`src/rtl/core/swbr_pkg.sv`:
```
// shared types and constants for the sinusoidal warp / bilinear remap block
// no dependencies; imported by every module under rtl/core
package swbr_pkg;

    // default sizes, handed to the top level parameters
    localparam int SWBR_MAX_ROWS         = 512;
    localparam int SWBR_MAX_COLS         = 512;
    localparam int SWBR_SINE_TABLE_DEPTH = 1024;

    // configuration port
    localparam int CFG_ADDR_W = 5;
    localparam int CFG_DATA_W = 32;

    localparam logic [2:0] REG_FRAME_ROWS    = 3'd0;
    localparam logic [2:0] REG_FRAME_COLS    = 3'd1;
    localparam logic [2:0] REG_ROW_AMPLITUDE = 3'd2;
    localparam logic [2:0] REG_ROW_FREQUENCY = 3'd3;
    localparam logic [2:0] REG_ROW_PHASE     = 3'd4;
    localparam logic [2:0] REG_COL_AMPLITUDE = 3'd5;
    localparam logic [2:0] REG_COL_FREQUENCY = 3'd6;
    localparam logic [2:0] REG_COL_PHASE     = 3'd7;

    // request kinds
    localparam logic REQ_WRITE = 1'b0;
    localparam logic REQ_READ  = 1'b1;

    // pi/2 in Q30 for the sine table
    localparam longint unsigned HALF_PI_Q30 = 64'd1686629713;

    // x / 45 by reciprocal, exact for x below 74898
    localparam int QUOT_MUL   = 46604;
    localparam int QUOT_SHIFT = 21;
    localparam int TURN_DIV   = 45;
    // 8192 = 182 * 45 + 2
    localparam int TURN_STEP  = 182;

    typedef struct packed {
        logic [9:0]        frame_rows;
        logic [9:0]        frame_cols;
        logic signed [7:0] row_amplitude;
        logic [6:0]        row_frequency;
        logic [15:0]       row_phase;
        logic signed [7:0] col_amplitude;
        logic [6:0]        col_frequency;
        logic [15:0]       col_phase;
    } cfg_t;

endpackage

```
`src/rtl/core/swbr_cfg_regs.sv`:
```
// configuration register file behind the APB-style port
// depends on swbr_pkg (cfg_t, register indexes)
module swbr_cfg_regs
    import swbr_pkg::*;
#(
    parameter int MAX_ROWS = SWBR_MAX_ROWS,
    parameter int MAX_COLS = SWBR_MAX_COLS
)
(
    input  logic                  clk,
    input  logic                  rst_n,
    input  logic                  psel,
    input  logic                  penable,
    input  logic                  pwrite,
    input  logic [CFG_ADDR_W-1:0] paddr,
    input  logic [CFG_DATA_W-1:0] pwdata,
    output logic [CFG_DATA_W-1:0] prdata,
    output logic                  pready,
    output cfg_t                  cfg
);

    localparam logic [9:0] ROWS_RESET = 10'(MAX_ROWS < 512 ? MAX_ROWS : 512);
    localparam logic [9:0] COLS_RESET = 10'(MAX_COLS < 512 ? MAX_COLS : 512);

    cfg_t       cfg_reg;
    cfg_t       cfg_next;
    logic       wr_en;
    logic [2:0] reg_idx;

    assign pready  = 1'b1;
    assign wr_en   = psel && penable && pwrite;
    assign reg_idx = paddr[4:2];
    assign cfg     = cfg_reg;

    always_comb
    begin
        cfg_next = cfg_reg;
        if (wr_en)
        begin
            case (reg_idx)
                REG_FRAME_ROWS:
                begin
                    // sizes beyond the store clamp to the store
                    if (32'(pwdata[9:0]) > MAX_ROWS)
                        cfg_next.frame_rows = 10'(MAX_ROWS);
                    else
                        cfg_next.frame_rows = pwdata[9:0];
                end
                REG_FRAME_COLS:
                begin
                    if (32'(pwdata[9:0]) > MAX_COLS)
                        cfg_next.frame_cols = 10'(MAX_COLS);
                    else
                        cfg_next.frame_cols = pwdata[9:0];
                end
                REG_ROW_AMPLITUDE: cfg_next.row_amplitude = pwdata[7:0];
                REG_ROW_FREQUENCY: cfg_next.row_frequency = pwdata[6:0];
                REG_ROW_PHASE:     cfg_next.row_phase     = pwdata[15:0];
                REG_COL_AMPLITUDE: cfg_next.col_amplitude = pwdata[7:0];
                REG_COL_FREQUENCY: cfg_next.col_frequency = pwdata[6:0];
                REG_COL_PHASE:     cfg_next.col_phase     = pwdata[15:0];
                default:           cfg_next = cfg_reg;
            endcase
        end
    end

    always_comb
    begin
        case (reg_idx)
            REG_FRAME_ROWS:    prdata = 32'(cfg_reg.frame_rows);
            REG_FRAME_COLS:    prdata = 32'(cfg_reg.frame_cols);
            REG_ROW_AMPLITUDE: prdata = 32'(unsigned'(cfg_reg.row_amplitude));
            REG_ROW_FREQUENCY: prdata = 32'(cfg_reg.row_frequency);
            REG_ROW_PHASE:     prdata = 32'(cfg_reg.row_phase);
            REG_COL_AMPLITUDE: prdata = 32'(unsigned'(cfg_reg.col_amplitude));
            REG_COL_FREQUENCY: prdata = 32'(cfg_reg.col_frequency);
            REG_COL_PHASE:     prdata = 32'(cfg_reg.col_phase);
            default:           prdata = '0;
        endcase
    end

    always_ff @(posedge clk or negedge rst_n)
    begin
        if (!rst_n)
        begin
            cfg_reg               <= '0;
            cfg_reg.frame_rows    <= ROWS_RESET;
            cfg_reg.frame_cols    <= COLS_RESET;
        end
        else
        begin
            cfg_reg <= cfg_next;
        end
    end

endmodule

```
`config.mk`:
```
export PLATFORM = sky130hd
export DESIGN_NAME = swbr_cfg_regs
export DESIGN_NICKNAME = d
export VERILOG_FILES = /design/src/rtl/core/swbr_pkg.sv /design/src/rtl/core/swbr_cfg_regs.sv
export SDC_FILE = /design/constraint.sdc
export NUM_CORES = 1
export LEC_CHECK = 0
export ABC_AREA = 1
export ABC_CLOCK_PERIOD_IN_PS = 2700
export BUFFER_PORTS_ARGS = -buffer_cell sky130_fd_sc_hd__buf_2
export CAP_MARGIN = 20
export CORE_MARGIN = 2
export CORE_UTILIZATION = 45
export CTS_BUF_LIST = sky130_fd_sc_hd__clkbuf_16
export DETAILED_ROUTE_END_ITERATION = 6
export PLACE_DENSITY = 0.75
export SLEW_MARGIN = 20
export SYNTH_ARGS = -nofsm -noshare
export SYNTH_HDL_FRONTEND = slang
export SYNTH_SLANG_ARGS = --single-unit
```
`constraint.sdc`:
```
create_clock -name clk -period 2.7 [get_ports clk]
set_input_delay 0.27 -clock clk [delete_from_list [all_inputs] [get_ports clk]]
set_output_delay 0.27 -clock clk [all_outputs]
set_load 0.02 [all_outputs]
```
==> metrics <==
Worst Setup Start Kind primary input; ys async rst share 100.0%; fmax 0.5275 GHz; commonest cells in the netlist 162 x nand2_1, 80 x dfrtp_1, 39 x inv_1, 36 x o21ai_0, 35 x nor2_1; Clk pwr share 34.0%; DR pass1 iterations 5; Reg power frac 40.1%; post-synthesis cell area 4054 sq um; Hold WS -0.06411 ns; antenna violations before repair 0; Resize count post-CTS 0; Psw around 1.4 mW; Worst slew margin 49.80%; cells after synthesis 488; Vias per Instance 5.136; full die area 9784 sq um; Hold Vio Cnt, Final 24; Pleak about 2.8 nW; largest stage delay on the critical path 0.42 ns; first-pass GRT wire length 18200 um; most frequent cell after synthesis nand2_1; H-tree lvl count 3; core box area 8721 sq um; placed wire-length estimate 8128 um; Pins Over Slew Limit 0; Netlist cell types 29; synth warn 0; CP arrival ~1.6 ns; critical path peak fanout 11; clk buf depth 2; total track usage a little under a quarter; die width roughly 100 um; RePlAce Congestion 0.8586; area delta synth->final 22.07%; total negative slack 0 ns; Top FF cell, synth dfrtp_1; Initial Util 46.48%; worst clock skew 0 ns; post-route clock period utilization about 70%; # setup viols final 0; Worst Tran Pin Value 0.7530 ns; max FFs per register 82; Yosys top cell area share 49.38%; switching part of the total approximately 34%; combinational power share 25.9%; Hold Path Class in -> async; CP max stage cell nor3_4; CTS clk-pin slew, worst paths 0.06 ns; Power Total 4.071 mW; cell taking the most area after synthesis dfrtp_1; IO Pins around 160; initial DRC count 210; unrepaired setup endpoints after global routing no; vias in the first global route 3644; Int Pwr ~2.7 mW; # fillers ~840; Required @ worst endpoint between 2 and 2.5 ns; via count 3672; clk sinks 82; Synth area leaders dfrtp_1 49%, nand2_1 15%, o21ai_0 4.4%; flops & latches, synth 82; worst reg-to-reg setup slack 1.93 ns; minimum clock period 1.896 ns; WL/cell 15.52 um; P per Cell Area 822.6 nW/um^2; worst vdd ir between 500 and 600 uV; EDFF count, synth 0; status finished, violations left; syn avg cell area 8.307 sq um; Root Buffer clkbuf_16; failing checks hold timing; setup bufs post-CTS 0; row cnt 34; grt total ovfl 0; TritonCTS clock tree yes; final wirelength 11100 um; ant diodes 0; post-route insts no fill 715; WS Path Type in -> out; largest net degree at the start of global routing 83; Die H 98.92 um; max cap viols 0; DRC Markers 0; share of layout cells above drive strength 1 a little under 30%; Cell Chain, Critical Path buf_2 > inv_1 > nor3_4 > nand2_1 > o21ai_0 > inv_1 > nand3_1 > buf_2; crit end category output pin; clock buffer count from CTS 9; antenna viol nets, final 0; Post-Place Cells between 600 and 700; hold_buf cts 0; IO Port Bufs 121; Clk Latency, worst-skew pair 0.33 ns; Final Net Count 644; sequential fraction of the synthesis area 50.68%
-- worst paths after layout --
| path | endpoint | depth (start not counted) | from |
|---|---|---|---|
| setup / recovery | prdata[7] | 8 | paddr[3] |
| hold / removal | cfg[80] | 1 | rst_n |
| setup reg to reg | cfg[81] | 2 | cfg[81] |
| hold reg to reg | cfg[7] | 2 | cfg[7] |
| max in group asynchronous | cfg[19] | 1 | rst_n |
| min in group clk | cfg[30] | 3 | pwdata[7] |
-- final cells by class --
| cell class | instances | area [sq um] | area share, % |
|---|---|---|---|
| Inverter | 47 | 177.7 | 3.590 |
| Clock inverter | 7 | 110.1 | 2.225 |
| Timing Repair Buffer | 122 | 619.3 | 12.52 |
| Clock buffer | 9 | 225.2 | 4.551 |
| Sequential cell | 82 | 2054 | 41.52 |
| Multi-Input combinational cell | 340 | 1627 | 32.87 |
| Tap cell | 108 | 135.1 | 2.731 |
-- logic make-up (layout without fill, tap and decap cells) --
group	after synthesis	in the layout	share of synthesized area, %
AOI/OAI and AO/OA	81	81	12.41
DFF	82	82	50.68
buffers and inverters	81	185	10.59
and+or+nand+nor	242	242	26.14
other	2	17	0.1853
-- power by group through the flow --
stage / Combinational [mW] / Sequential, mW / Clock [mW]
after floorplan: 0.388 / 1.91 / 0
after global placement: 1.04 / 1.64 / 0
after detailed placement: 1.06 / 1.65 / 0
after CTS: 1.07 / 1.63 / 1.39
after global routing: 1.15 / 1.67 / 1.45
final: 1.05 / 1.63 / 1.38
-- metal layers --
layer	global-route usage, %	part of all wire [%]	vias to the layer above
met2	38.25	48	153
met4	8.535	2.3	0
met1	31.41	42	1745
li1	-	-	1752
met5	0	0	-
met3	5.603	7.9	22
-- through the flow --
step	util, %	setup WS (ns)	instance area [sq um]
floorplan	-	1.177	4110
global placement	52.86	0.8627	4609
detailed placement	52.86	0.8146	4609
CTS	56.70	0.8298	4945
global route	56.74	0.6461	4949
finish	56.74	0.8042	4949
-- layout by cell type (no fill, tap or decap), drive strengths merged --
| cell type | instances |
|---|---|
| nand2 | 168 |
| buf | 122 |
| dfrtp | 80 |
| o21ai | 73 |
| inv | 47 |
| nor2 | 39 |
| nand3 | 25 |
| conb | 17 |
| clkbuf | 9 |
| nand4 | 8 |
| a22o | 6 |
| bufinv | 3 |
| clkinv | 3 |
| o2111ai | 2 |
| dfstp | 2 |
| nor3 | 2 |
| clkinvlp | 1 |
-- critical path, delay by kind of cell --
kind,cells,cell delay (ns)
and+or+nand+nor,3,0.60
AOI/OAI and AO/OA,1,0.09
buffers and inverters,4,0.66
Power figures use the tool's default switching activity.
